<file path="src/rtl/core/nnps_pkg.sv">
package nnps_pkg;

	localparam int COORD_W    = 16;
	localparam int COLOR_W    = 16;
	localparam int TW_W       = 10;
	localparam int TH_W       = 9;
	localparam int LM_W       = 9;
	localparam int TM_W       = 8;
	localparam int ADDR_W     = 21;
	localparam int QUOT_W     = TW_W;
	localparam int PROD_W     = COORD_W + QUOT_W;
	localparam int DIV_STEPS  = QUOT_W;
	localparam int STEP_W     = $clog2(DIV_STEPS + 1);
	localparam int CFG_IDX_W  = 3;
	localparam int CFG_DATA_W = ADDR_W;
	localparam int LINE_STRIDE = 1024;

	// register reset values
	localparam logic [COORD_W-1:0] SRC_W_RST = COORD_W'(800);
	localparam logic [COORD_W-1:0] SRC_H_RST = COORD_W'(480);
	localparam logic [TW_W-1:0]    TGT_W_RST = TW_W'(800);
	localparam logic [TH_W-1:0]    TGT_H_RST = TH_W'(480);

	typedef enum logic [CFG_IDX_W-1:0] {
		CFG_SRC_W  = 3'd0,
		CFG_SRC_H  = 3'd1,
		CFG_TGT_W  = 3'd2,
		CFG_TGT_H  = 3'd3,
		CFG_LEFT   = 3'd4,
		CFG_TOP    = 3'd5,
		CFG_BASE   = 3'd6
	} cfg_idx_t;

	typedef struct packed {
		logic capture;
		logic div_start;
		logic div_use_line;
		logic row_update;
		logic row_base_load;
		logic col_update;
		logic out_load;
	} nnps_cmd_t;

	typedef struct packed {
		logic need_row;
		logic line_dropped;
		logic row_dup;
		logic col_dup;
		logic div_done;
		logic out_free;
	} nnps_stat_t;

endpackage

</file>
<file path="src/rtl/core/nnps_div.sv">
module nnps_div import nnps_pkg::*; (
	input  logic               clk,
	input  logic               arst_n,
	input  logic               start,
	input  logic [COORD_W-1:0] coord,
	input  logic [COORD_W-1:0] src,
	input  logic [QUOT_W-1:0]  dst,
	output logic               done,
	output logic [QUOT_W-1:0]  quot
);

	logic [QUOT_W-1:0]  dst_eff;
	logic [PROD_W-1:0]  prod;
	logic               busy_q;
	logic               done_q;
	logic [STEP_W-1:0]  step_q;
	logic [COORD_W-1:0] rem_q;
	logic [QUOT_W-1:0]  low_q;
	logic [COORD_W-1:0] src_q;
	logic [QUOT_W-1:0]  dmax_q;
	logic               clamp_q;
	logic [COORD_W:0]   trial;
	logic [COORD_W:0]   diff;
	logic               ge;

	// zero target acts as one
	assign dst_eff = (dst == '0) ? QUOT_W'(1) : dst;
	assign prod    = PROD_W'(coord) * PROD_W'(dst_eff);

	// restoring step: next dividend bit comes off the top of low_q
	assign trial = {rem_q, low_q[QUOT_W-1]};
	assign diff  = trial - {1'b0, src_q};
	assign ge    = (trial >= {1'b0, src_q});

	always_ff @(posedge clk or negedge arst_n) begin
		if (!arst_n) begin
			busy_q <= 1'b0;
			done_q <= 1'b0;
			step_q <= '0;
		end else begin
			done_q <= 1'b0;
			if (start) begin
				busy_q <= 1'b1;
				step_q <= STEP_W'(DIV_STEPS);
			end else if (busy_q) begin
				step_q <= step_q - 1'b1;
				if (step_q == STEP_W'(1)) begin
					busy_q <= 1'b0;
					done_q <= 1'b1;
				end
			end
		end
	end

	always_ff @(posedge clk) begin
		if (start) begin
			rem_q   <= prod[PROD_W-1:QUOT_W];
			low_q   <= prod[QUOT_W-1:0];
			src_q   <= src;
			dmax_q  <= dst_eff - 1'b1;
			// coord >= src means the quotient reaches dst, also covers src of zero
			clamp_q <= (coord >= src);
		end else if (busy_q) begin
			rem_q <= ge ? diff[COORD_W-1:0] : trial[COORD_W-1:0];
			low_q <= {low_q[QUOT_W-2:0], ge};
		end
	end

	assign done = done_q;
	assign quot = clamp_q ? dmax_q : low_q;

	assert property (@(posedge clk) disable iff (!arst_n) start |-> !busy_q)
		else $error("divider restarted while busy");
	assert property (@(posedge clk) disable iff (!arst_n) $fell(busy_q) |-> done_q)
		else $error("divider finished without done");

endmodule

</file>
<file path="src/rtl/core/nnps_ctrl.sv">
module nnps_ctrl import nnps_pkg::*; (
	input  logic       clk,
	input  logic       arst_n,
	input  logic       in_valid,
	output logic       in_stall,
	input  nnps_stat_t stat,
	output nnps_cmd_t  cmd
);

	typedef enum logic [2:0] {
		IDLE,
		START,
		ROW_WAIT,
		ROW_DECIDE,
		COL_WAIT,
		COL_DECIDE,
		ADDR
	} state_t;

	state_t state_q;

	always_ff @(posedge clk or negedge arst_n) begin
		if (!arst_n) begin
			state_q <= IDLE;
		end else begin
			unique case (state_q)
				IDLE: begin
					if (in_valid) state_q <= START;
				end
				START: begin
					if (stat.need_row) state_q <= ROW_WAIT;
					else if (stat.line_dropped) state_q <= IDLE;
					else state_q <= COL_WAIT;
				end
				ROW_WAIT: begin
					if (stat.div_done) state_q <= ROW_DECIDE;
				end
				ROW_DECIDE: begin
					state_q <= stat.row_dup ? IDLE : COL_WAIT;
				end
				COL_WAIT: begin
					if (stat.div_done) state_q <= COL_DECIDE;
				end
				COL_DECIDE: begin
					state_q <= stat.col_dup ? IDLE : ADDR;
				end
				ADDR: begin
					if (stat.out_free) state_q <= IDLE;
				end
				default: state_q <= IDLE;
			endcase
		end
	end

	always_comb begin
		cmd = '0;
		unique case (state_q)
			IDLE: begin
				cmd.capture = in_valid;
			end
			START: begin
				if (stat.need_row) begin
					cmd.div_start    = 1'b1;
					cmd.div_use_line = 1'b1;
				end else if (!stat.line_dropped) begin
					cmd.div_start = 1'b1;
				end
			end
			ROW_WAIT: begin
			end
			ROW_DECIDE: begin
				cmd.row_update = 1'b1;
				cmd.div_start  = !stat.row_dup;
			end
			COL_WAIT: begin
				cmd.row_base_load = 1'b1;
			end
			COL_DECIDE: begin
				cmd.col_update = !stat.col_dup;
			end
			ADDR: begin
				cmd.out_load = stat.out_free;
			end
			default: begin
			end
		endcase
	end

	assign in_stall = (state_q != IDLE);

	assert property (@(posedge clk) disable iff (!arst_n)
		stat.div_done |-> (state_q == ROW_WAIT || state_q == COL_WAIT))
		else $error("divider result arrived outside a wait state");

endmodule

</file>
<file path="src/rtl/core/nnps_dp.sv">
module nnps_dp import nnps_pkg::*; (
	input  logic                  clk,
	input  logic                  arst_n,
	input  logic                  cfg_write,
	input  logic [CFG_IDX_W-1:0]  cfg_index,
	input  logic [CFG_DATA_W-1:0] cfg_data,
	input  logic [COORD_W-1:0]    column,
	input  logic [COORD_W-1:0]    line,
	input  logic [COLOR_W-1:0]    color,
	input  logic                  block_start,
	input  logic                  line_start,
	input  nnps_cmd_t             cmd,
	output nnps_stat_t            stat,
	input  logic                  out_stall,
	output logic                  out_valid,
	output logic [ADDR_W-1:0]     write_address,
	output logic [COLOR_W-1:0]    write_color,
	output logic                  burst
);

	logic [COORD_W-1:0] src_w_q;
	logic [COORD_W-1:0] src_h_q;
	logic [TW_W-1:0]    tgt_w_q;
	logic [TH_W-1:0]    tgt_h_q;
	logic [LM_W-1:0]    left_q;
	logic [TM_W-1:0]    top_q;
	logic [ADDR_W-1:0]  base_q;

	logic [COORD_W-1:0] column_q;
	logic [COORD_W-1:0] line_q;
	logic [COLOR_W-1:0] color_q;
	logic               need_row_q;

	logic [TH_W-1:0]    last_line_q;
	logic               last_line_valid_q;
	logic               line_dropped_q;
	logic [TW_W-1:0]    last_col_q;
	logic               last_col_valid_q;
	logic [ADDR_W-1:0]  last_addr_q;
	logic               last_addr_valid_q;

	logic [ADDR_W-1:0]  row_base_q;
	logic [ADDR_W-1:0]  addr_q;

	logic               out_valid_q;
	logic [ADDR_W-1:0]  wr_addr_q;
	logic [COLOR_W-1:0] wr_color_q;
	logic               burst_q;

	logic               div_done;
	logic [QUOT_W-1:0]  quot;
	logic [COORD_W-1:0] div_coord;
	logic [COORD_W-1:0] div_src;
	logic [QUOT_W-1:0]  div_dst;
	logic               row_dup;
	logic               col_dup;
	logic [TH_W:0]      line_sum;
	logic [ADDR_W-1:0]  row_off;
	logic               burst_next;
	logic               out_free;

	// configuration registers
	always_ff @(posedge clk or negedge arst_n) begin
		if (!arst_n) begin
			src_w_q <= SRC_W_RST;
			src_h_q <= SRC_H_RST;
			tgt_w_q <= TGT_W_RST;
			tgt_h_q <= TGT_H_RST;
			left_q  <= '0;
			top_q   <= '0;
			base_q  <= '0;
		end else if (cfg_write) begin
			unique case (cfg_idx_t'(cfg_index))
				CFG_SRC_W: src_w_q <= cfg_data[COORD_W-1:0];
				CFG_SRC_H: src_h_q <= cfg_data[COORD_W-1:0];
				CFG_TGT_W: tgt_w_q <= cfg_data[TW_W-1:0];
				CFG_TGT_H: tgt_h_q <= cfg_data[TH_W-1:0];
				CFG_LEFT:  left_q  <= cfg_data[LM_W-1:0];
				CFG_TOP:   top_q   <= cfg_data[TM_W-1:0];
				CFG_BASE:  base_q  <= cfg_data[ADDR_W-1:0];
				default: begin
				end
			endcase
		end
	end

	// shared divider, one coordinate at a time
	assign div_coord = cmd.div_use_line ? line_q : column_q;
	assign div_src   = cmd.div_use_line ? src_h_q : src_w_q;
	assign div_dst   = cmd.div_use_line ? QUOT_W'(tgt_h_q) : tgt_w_q;

	nnps_div u_div (
		.clk    (clk),
		.arst_n (arst_n),
		.start  (cmd.div_start),
		.coord  (div_coord),
		.src    (div_src),
		.dst    (div_dst),
		.done   (div_done),
		.quot   (quot)
	);

	assign row_dup = last_line_valid_q && (quot[TH_W-1:0] == last_line_q);
	assign col_dup = last_col_valid_q && (quot == last_col_q);

	assign line_sum   = (TH_W+1)'(top_q) + (TH_W+1)'(last_line_q);
	assign row_off    = ADDR_W'(line_sum) * ADDR_W'(LINE_STRIDE);
	assign burst_next = last_addr_valid_q && (addr_q == last_addr_q + 1'b1);
	assign out_free   = !out_valid_q || !out_stall;

	// request capture, row base, column address and output register loads
	always_ff @(posedge clk) begin
		if (cmd.capture) begin
			column_q <= column;
			line_q   <= line;
			color_q  <= color;
		end
		if (cmd.row_base_load) row_base_q <= base_q + row_off;
		if (cmd.col_update) addr_q <= row_base_q + ADDR_W'(left_q) + ADDR_W'(quot);
		if (cmd.out_load) begin
			wr_addr_q  <= addr_q;
			wr_color_q <= color_q;
			burst_q    <= burst_next;
		end
	end

	// row, column and address history, row-needed flag and output valid
	always_ff @(posedge clk or negedge arst_n) begin
		if (!arst_n) begin
			need_row_q        <= 1'b0;
			last_line_q       <= '0;
			last_line_valid_q <= 1'b0;
			line_dropped_q    <= 1'b0;
			last_col_q        <= '0;
			last_col_valid_q  <= 1'b0;
			last_addr_q       <= '0;
			last_addr_valid_q <= 1'b0;
			out_valid_q       <= 1'b0;
		end else begin
			if (cmd.capture) begin
				need_row_q <= block_start || line_start || !last_line_valid_q;
				if (block_start) begin
					last_line_valid_q <= 1'b0;
					last_col_valid_q  <= 1'b0;
					last_addr_valid_q <= 1'b0;
					line_dropped_q    <= 1'b0;
				end
			end
			if (cmd.row_update) begin
				if (row_dup) begin
					line_dropped_q <= 1'b1;
				end else begin
					line_dropped_q    <= 1'b0;
					last_line_q       <= quot[TH_W-1:0];
					last_line_valid_q <= 1'b1;
					last_col_valid_q  <= 1'b0;
				end
			end
			if (cmd.col_update) begin
				last_col_q       <= quot;
				last_col_valid_q <= 1'b1;
			end
			if (cmd.out_load) begin
				out_valid_q       <= 1'b1;
				last_addr_q       <= addr_q;
				last_addr_valid_q <= 1'b1;
			end else if (out_valid_q && !out_stall) begin
				out_valid_q <= 1'b0;
			end
		end
	end

	always_comb begin
		stat.need_row     = need_row_q;
		stat.line_dropped = line_dropped_q;
		stat.row_dup      = row_dup;
		stat.col_dup      = col_dup;
		stat.div_done     = div_done;
		stat.out_free     = out_free;
	end

	assign out_valid     = out_valid_q;
	assign write_address = wr_addr_q;
	assign write_color   = wr_color_q;
	assign burst         = burst_q;

	assert property (@(posedge clk) disable iff (!arst_n)
		cmd.out_load |-> (!out_valid_q || !out_stall))
		else $error("output register overwritten while stalled");
	assert property (@(posedge clk) disable iff (!arst_n)
		$rose(out_valid_q) |-> (last_addr_valid_q && last_addr_q == wr_addr_q))
		else $error("address history out of step with output");

endmodule

</file>
<file path="src/rtl/core/nearest_neighbor_pixel_scaler.sv">
// channel  | handshake            | payload
// ---------+----------------------+-------------------------------------------------
// in       | in_valid / in_stall  | column, line, color, block_start, line_start
// out      | out_valid / out_stall| write_address, write_color, burst
// cfg      | cfg_write            | cfg_index, cfg_data
//
// one pixel at a time: no request is taken until the last one is done; a pixel that opens a row
// maps its line and then its column, a mid-row pixel maps only its column, and a pixel drops
// out when its line repeats the kept line or its column repeats; a dropped row skips the divider
// each mapping runs on the shared ten-step radix-2 divider, once per coordinate
// arst_n clears history and control, registers take their documented reset values
// a waiting result sits in the output register; the next request waits only at its address step
module nearest_neighbor_pixel_scaler import nnps_pkg::*; (
	input  logic                  clk,
	input  logic                  arst_n,
	input  logic                  cfg_write,
	input  logic [CFG_IDX_W-1:0]  cfg_index,
	input  logic [CFG_DATA_W-1:0] cfg_data,
	input  logic                  in_valid,
	output logic                  in_stall,
	input  logic [COORD_W-1:0]    column,
	input  logic [COORD_W-1:0]    line,
	input  logic [COLOR_W-1:0]    color,
	input  logic                  block_start,
	input  logic                  line_start,
	output logic                  out_valid,
	input  logic                  out_stall,
	output logic [ADDR_W-1:0]     write_address,
	output logic [COLOR_W-1:0]    write_color,
	output logic                  burst
);

	// commands from the sequencer, status back from the datapath
	nnps_cmd_t  cmd;
	nnps_stat_t stat;

	// sequencer: row mapping, column mapping, address, output hand-off
	nnps_ctrl u_ctrl (
		.clk      (clk),
		.arst_n   (arst_n),
		.in_valid (in_valid),
		.in_stall (in_stall),
		.stat     (stat),
		.cmd      (cmd)
	);

	// datapath: registers, divider, history and output register
	nnps_dp u_dp (
		.clk           (clk),
		.arst_n        (arst_n),
		.cfg_write     (cfg_write),
		.cfg_index     (cfg_index),
		.cfg_data      (cfg_data),
		.column        (column),
		.line          (line),
		.color         (color),
		.block_start   (block_start),
		.line_start    (line_start),
		.cmd           (cmd),
		.stat          (stat),
		.out_stall     (out_stall),
		.out_valid     (out_valid),
		.write_address (write_address),
		.write_color   (write_color),
		.burst         (burst)
	);

endmodule
</file>
<file path="config.mk">
export PLATFORM = sky130hd
export DESIGN_NAME = nearest_neighbor_pixel_scaler
export DESIGN_NICKNAME = d
export VERILOG_FILES = /design/src/rtl/core/nnps_pkg.sv /design/src/rtl/core/nnps_div.sv /design/src/rtl/core/nnps_ctrl.sv /design/src/rtl/core/nnps_dp.sv /design/src/rtl/core/nearest_neighbor_pixel_scaler.sv
export SDC_FILE = /design/constraint.sdc
export NUM_CORES = 1
export LEC_CHECK = 0
export ABC_AREA = 1
export BUFFER_PORTS_ARGS = -buffer_cell sky130_fd_sc_hd__buf_4
export CELL_PAD_IN_SITES_DETAIL_PLACEMENT = 0
export CELL_PAD_IN_SITES_GLOBAL_PLACEMENT = 1
export CORE_ASPECT_RATIO = 1.1
export CORE_MARGIN = 3
export CORE_UTILIZATION = 52
export DETAILED_ROUTE_END_ITERATION = 16
export PLACE_DENSITY = 0.93
export SLEW_MARGIN = 20
export SYNTH_ARGS = -nofsm -noshare
export SYNTH_HDL_FRONTEND = slang
export SYNTH_HIERARCHICAL = 1
export SYNTH_SLANG_ARGS = --single-unit
export TNS_END_PERCENT = 30
</file>
<file path="constraint.sdc">
create_clock -name clk -period 10.4 [get_ports clk]
set_clock_uncertainty 0.2 [all_clocks]
set_input_delay 0 -clock clk [delete_from_list [all_inputs] [get_ports clk]]
set_output_delay 0 -clock clk [all_outputs]
set_load 0.005 [all_outputs]
</file>
* Word-level counts from Yosys, hierarchy flattened
Index checks and enable logic that the tools add are counted.
** Word-level totals
- Output and inout bits :: 40
- Input bits :: 79
- Flip-flop bits (word level) :: 325
- Logic and storage cells :: 151
** Operators by class
- Muxes and demuxes :: 53
- Order comparisons :: 2
- Equal/unequal tests :: 20
- $add $sub $neg :: 8
- Reduce and logical (&&, ||, !) cells :: 33
- Bitwise operators :: 1
- Multipliers :: 1
** Operators with widths (number)
- 16-bit 2-to-1 mux :: 5
- 10-bit 2-to-1 mux :: 5
- 1-bit 2-to-1 mux :: 31
- 16-bit by 10-bit multiplier with 26-bit output :: 1
- 3-bit 2-to-1 mux :: 8
- 21-bit by 1-bit adder with 21-bit output, second input constant :: 1
- 21-bit by 10-bit adder with 21-bit output :: 1
- 21-bit by 20-bit adder with 21-bit output :: 1
- 21-bit by 9-bit adder with 21-bit output :: 1
- 21-bit equality test :: 1
- 3-bit case mux with 7 select lines :: 1
- 2-bit AND reduction :: 10
- 3-bit equality test, second input constant :: 6
- 17-bit by 16-bit greater-or-equal comparator with 1-bit output :: 1
- 16-bit greater-or-equal comparator :: 1
- 16-bit subtractor :: 1
- 3-bit by 2-bit equality test with 1-bit output, second input constant :: 4
- 2-bit nonzero test :: 6
- 8-bit by 9-bit adder with 10-bit output :: 1
- 10-bit equality test :: 1
- 10-bit logical NOT :: 1
- 10-bit by 1-bit subtractor with 10-bit output, second input constant :: 1
- 9-bit equality test :: 1
- 4-bit 2-to-1 mux :: 2
- 13 further kinds :: 26

* Logic depth before layout (Yosys ltp)
- Depth in word-level cells :: 7
- Gate-level depth with buffers :: 33
- Gate-level depth less buffers :: 29

* Hierarchy
Netlist, hierarchy kept.
** Modules (own cells, without submodules)
- nnps_dp :: cells an instance 1112, times used 1, area an instance 11992.8 um^2, seq. area each 7239.4 um^2
- nnps_div :: cells an instance 1370, times used 1, area an instance 9925.8 um^2, seq. area each 1741.7 um^2
- nnps_ctrl :: cells an instance 51, times used 1, area an instance 309.0 um^2, seq. area each 75.1 um^2

* Worst setup path before layout
OpenSTA, ideal clock, no wires.
- Path type :: flip-flop to flip-flop
- Start :: register u_ctrl.state_q[1]
- End :: register u_dp.u_div.rem_q[8] (data pin)
- Data required time :: 9946 ps
- Arrival time :: 5991 ps
- Setup time :: 254 ps
- Buffers on the path :: 4
- Stages on the path, launching flop included :: 29
- Setup slack :: 3955 ps
- Clock period less this slack :: 6445 ps
- Cells stage by stage :: dfrtp_1 inv_2 nand2_2 nor2_2 nand2_1 inv_1 clkbuf_1 clkbuf_1 mux2_2 clkbuf_1 buf_1 nand2_1 fa_1 inv_1 fa_1 fa_1 fa_1 inv_1 fa_1 inv_1 ha_1 a21oi_1 nor2_1 nor2_1 nor2_1 nor2_1 nand3b_1 nand3_1 nand2_1
** RTL lines
- from (decl) :: line nnps_ctrl.sv:20 : state_t state_q;
- from (signal assigned) :: line nnps_ctrl.sv:39 : state_q <= stat.row_dup ? IDLE : COL_WAIT;
- from (signal assigned) :: line nnps_ctrl.sv:45 : state_q <= stat.col_dup ? IDLE : ADDR;
- to (signal assigned) :: line nnps_div.sv:57 : rem_q <= prod[PROD_W-1:QUOT_W];
- to (signal assigned) :: line nnps_div.sv:64 : rem_q <= ge ? diff[COORD_W-1:0] : trial[COORD_W-1:0];
- to (decl) :: line nnps_div.sv:17 : logic [COORD_W-1:0] rem_q;

==> flow_summary.yaml <==
critical_path:
  worst_setup_path_start_kind: "flip-flop"
  r2r_slack_ns: 3.64
  r2r-end: "u_dp/u_div/rem_q[11]"
  crit_type: "flip-flop to flip-flop"
  required_ns: 10.50
  worstReg2RegStart: "u_ctrl/state_q[1]"
  critPathSlowestCell: "mux2_2"
  crit_top_cell: "nand2_1"
  worst_ep_arrival_time_ns: 6.85
  cp_max_fo: 42
  path_delay_family: "adder cells"
  crit_end: "u_dp/u_div/rem_q[11]"
  rr_worst_depth: 25
  worst-path-buf-inv: 6
  crit_path_start: "u_ctrl/state_q[1]"
  cp.depth: 25
  critPathCaptureType: "flip-flop"
  cpPeakStageDelay_ns: 0.59
clocking:
  post_cts_resize_count: 0
  cts_buffer_depth: 3
  tritoncts: "done"
  clk_pin_slew_ns: 0.06
  htree_num_levels: 2
  cts.sinks: 325
  cts-root-buf: "clkbuf_16"
  clk_latency_ns: 0.55
  cts_setup_buffers: 0
  numCtsBuffers: 36
sta:
  finalHoldViolations: 0
  tightest_slew_ns: 0.973
  rsz0062_at_grt: "no"
  setup_viol: 0
  fin_setup_tns_ns: 0
  relSlewSlack_pct: 34.4
  postLayoutSetupSlackWorst_ns: 3.64
  fin_crit_sh_pct: 65.0
  slew_viol_final: 0
  min_period_ns: 6.76
  max_freq_mhz: 148
synth:
  ys_warn_count: 6
  yosysSeqAreaShare_pct: 40.7
  synth_area_sq_mm: 0.0222
  yosys_register_bits: 325
  syn_nets: 2863
  avgSynthCellArea_sq_um: 8.78
  synthCells: 2533
  synth_cell_type_count: 52
placed_design:
  place.gp.congestion: 0.918
  dp_hpwl_microns: 40600
  port_buffers: 118
  place_ws_ns: 3.71
outcome:
  outcome: "finished, final reports clean"
cells_and_area:
  mostFrequentLayoutCells: "nand2_1 (708), inv_1 (446), edfxtp_1 (181), o21ai_0 (150)"
  diodes: 0
  drive_gt1_share_pct: 11.3
  final_common_cell: "nand2_1"
  area_growth_pct: 17.1
  nets: 3080
global_routing:
  grt.total_usage_pct: 25.3
  use_met3_pct: 3.15
  grt_pass1_vias: 17737
  grt_max_degree: 86
  top_usage_layer: "met2"
  grt-ovfl-total: 0
  grt_pass1_wl_microns: 91600
  met1_usage_pct: 33.2
  antenna_found_initial: 1
  grt_use_met2_pct: 42.8
floorplanning:
  fp.coreArea_sq_mm: 0.0418
  io_pins: 119
  dieHeight_microns: 223
  die-area_sq_mm: 0.0453
  die_w_microns: 203
  initial_core_util_pct: 53.2
  floorplan.rows: 78
routing:
  drcViolationCount: 0
  vias: 17397
  routed_wirelength_microns: 56800
  wl_per_cell_microns: 17.0
  via_per_inst: 5.21
  drtAntennaViolNets: 0
  firstDrtPassIters: 6
  drt_iter0_drc: 1404
flow_run:
  maxCapViolations: 0
min_path:
  hp-class: "input pin to flip-flop"
[worst min path at each step]
stage	depth (start not counted)	from	slack (ns)	to
global placement	1	arst_n	-0.19	u_dp/last_addr_q[18]
floorplan	0	arst_n	-0.50	u_ctrl/state_q[0]
CTS	3	cfg_data[17]	0.001	u_dp/base_q[17]
detailed placement	1	arst_n	-0.16	u_dp/last_addr_q[17]
global route	3	cfg_data[17]	0.05	u_dp/base_q[17]
finish	3	cfg_data[17]	0.03	u_dp/base_q[17]
[per-layer routing]
layer	up-vias	share of wire, %
li1	8417	-
met1	8228	42
met2	607	48
met3	143	5.6
met4	2	4.3
met5	-	0.023
[worst reg2reg max path, stage by stage (launching register included)]
cell and delay, ns:
dfrtp_1 0.44, inv_2 0.13, nand2_2 0.07, nor2_2 0.12, nand2_1 0.08, inv_1 0.06
buf_4 0.48, mux2_2 0.63, nand2_1 0.15, fa_1 0.52, inv_1 0.05, fa_1 0.47
fa_1 0.53, fa_1 0.56, inv_1 0.06, fa_1 0.53, inv_1 0.04, ha_1 0.37
nand2_1 0.14, nor2_1 0.25, nand2_1 0.07, nand3b_1 0.23, nand3_1 0.14, nand2_1 0.05
nand3_1 0.07, nand2_1 0.06
[flip-flops by register name (all words and copies together) (netlist names), 10 cells and up]
register            flops
u_dp/addr_q            21
u_dp/base_q            21
u_dp/last_addr_q       21
u_dp/row_base_q        21
u_dp/write_address     21
u_dp/color_q           16
u_dp/column_q          16
u_dp/line_q            16
u_dp/src_h_q           16
u_dp/src_w_q           16
u_dp/u_div/rem_q       16
u_dp/u_div/src_q       16
u_dp/write_color       16
u_dp/last_col_q        10
u_dp/tgt_w_q           10
u_dp/u_div/dmax_q      10
u_dp/u_div/low_q       10
[cell families after synthesis]
logic type	Yosys count	share of synthesized area, %
AO/OA/AOI/OAI	256	6.13
XOR/XNOR	80	3.15
adder cells (fa/ha/maj)	251	18.3
buffers and inverters	528	9.31
flip-flops	325	40.7
multiplexers	49	2.48
AND/OR/NAND/NOR	1044	19.9
[final cells by class]
| type | instances | area (sq um) |
|---|---|---|
| Clock buffer | 43 | 948 |
| Fill cell | 3500 | 15700 |
| Inverter | 449 | 1690 |
| Timing Repair Buffer | 258 | 2280 |
| Multi-Input combinational cell | 1680 | 11100 |
| Sequential cell | 325 | 9060 |
| Clock inverter | 23 | 223 |
| Tap cell | 560 | 701 |
[what timing repair did]
| action | 4_1_cts | 5_1_grt |
|---|---|---|
| endpoints found under the hold margin | 221 | 0 |
| setup endpoints to repair | 0 | 0 |
| hold buffers | 129 | 0 |
[metrics by stage]
stage	std cells	cell area (sq um)	utilization (%)	hold slack, ns
finish	3338	26000	62.3	0.0337
global route	3338	26000	62.3	0.0459
CTS	3338	26000	62.3	0.00118
detailed placement	3143	23500	56.4	-0.156
global placement	3143	23500	56.3	-0.186
floorplan	2533	22200	-	-0.496
[Yosys cell counts (all sizes together)]
master / instances / area (sq um)
a2111oi: 1 / 8.76
a21o: 4 / 30.0
a21oi: 71 / 363
a221oi: 1 / 8.76
a22oi: 1 / 7.51
a31oi: 1 / 6.26
and2: 3 / 18.8
buf: 24 / 168
clkbuf: 55 / 216
dfrtp: 130 / 3250
dfstp: 14 / 368
edfxtp: 181 / 5440
fa: 123 / 2460
ha: 128 / 1600
inv: 449 / 1690
mux2: 49 / 552
nand2: 733 / 2830
nand3: 95 / 541
nand3b: 18 / 135
nand4: 24 / 150
nor2: 147 / 609
nor3: 15 / 80.1
nor3b: 2 / 15.0
nor4: 5 / 31.3
o2111ai: 2 / 17.5
o211ai: 4 / 35.0
o21a: 1 / 7.51
o21ai: 155 / 776
o21bai: 3 / 22.5
o221ai: 1 / 8.76
o22ai: 9 / 56.3
o31ai: 2 / 15.0
or2: 2 / 12.5
xnor2: 28 / 245
xor2: 52 / 455
Power is not shown: default switching activity piles up to over one toggle a cycle in this logic, so the estimate is an artifact.
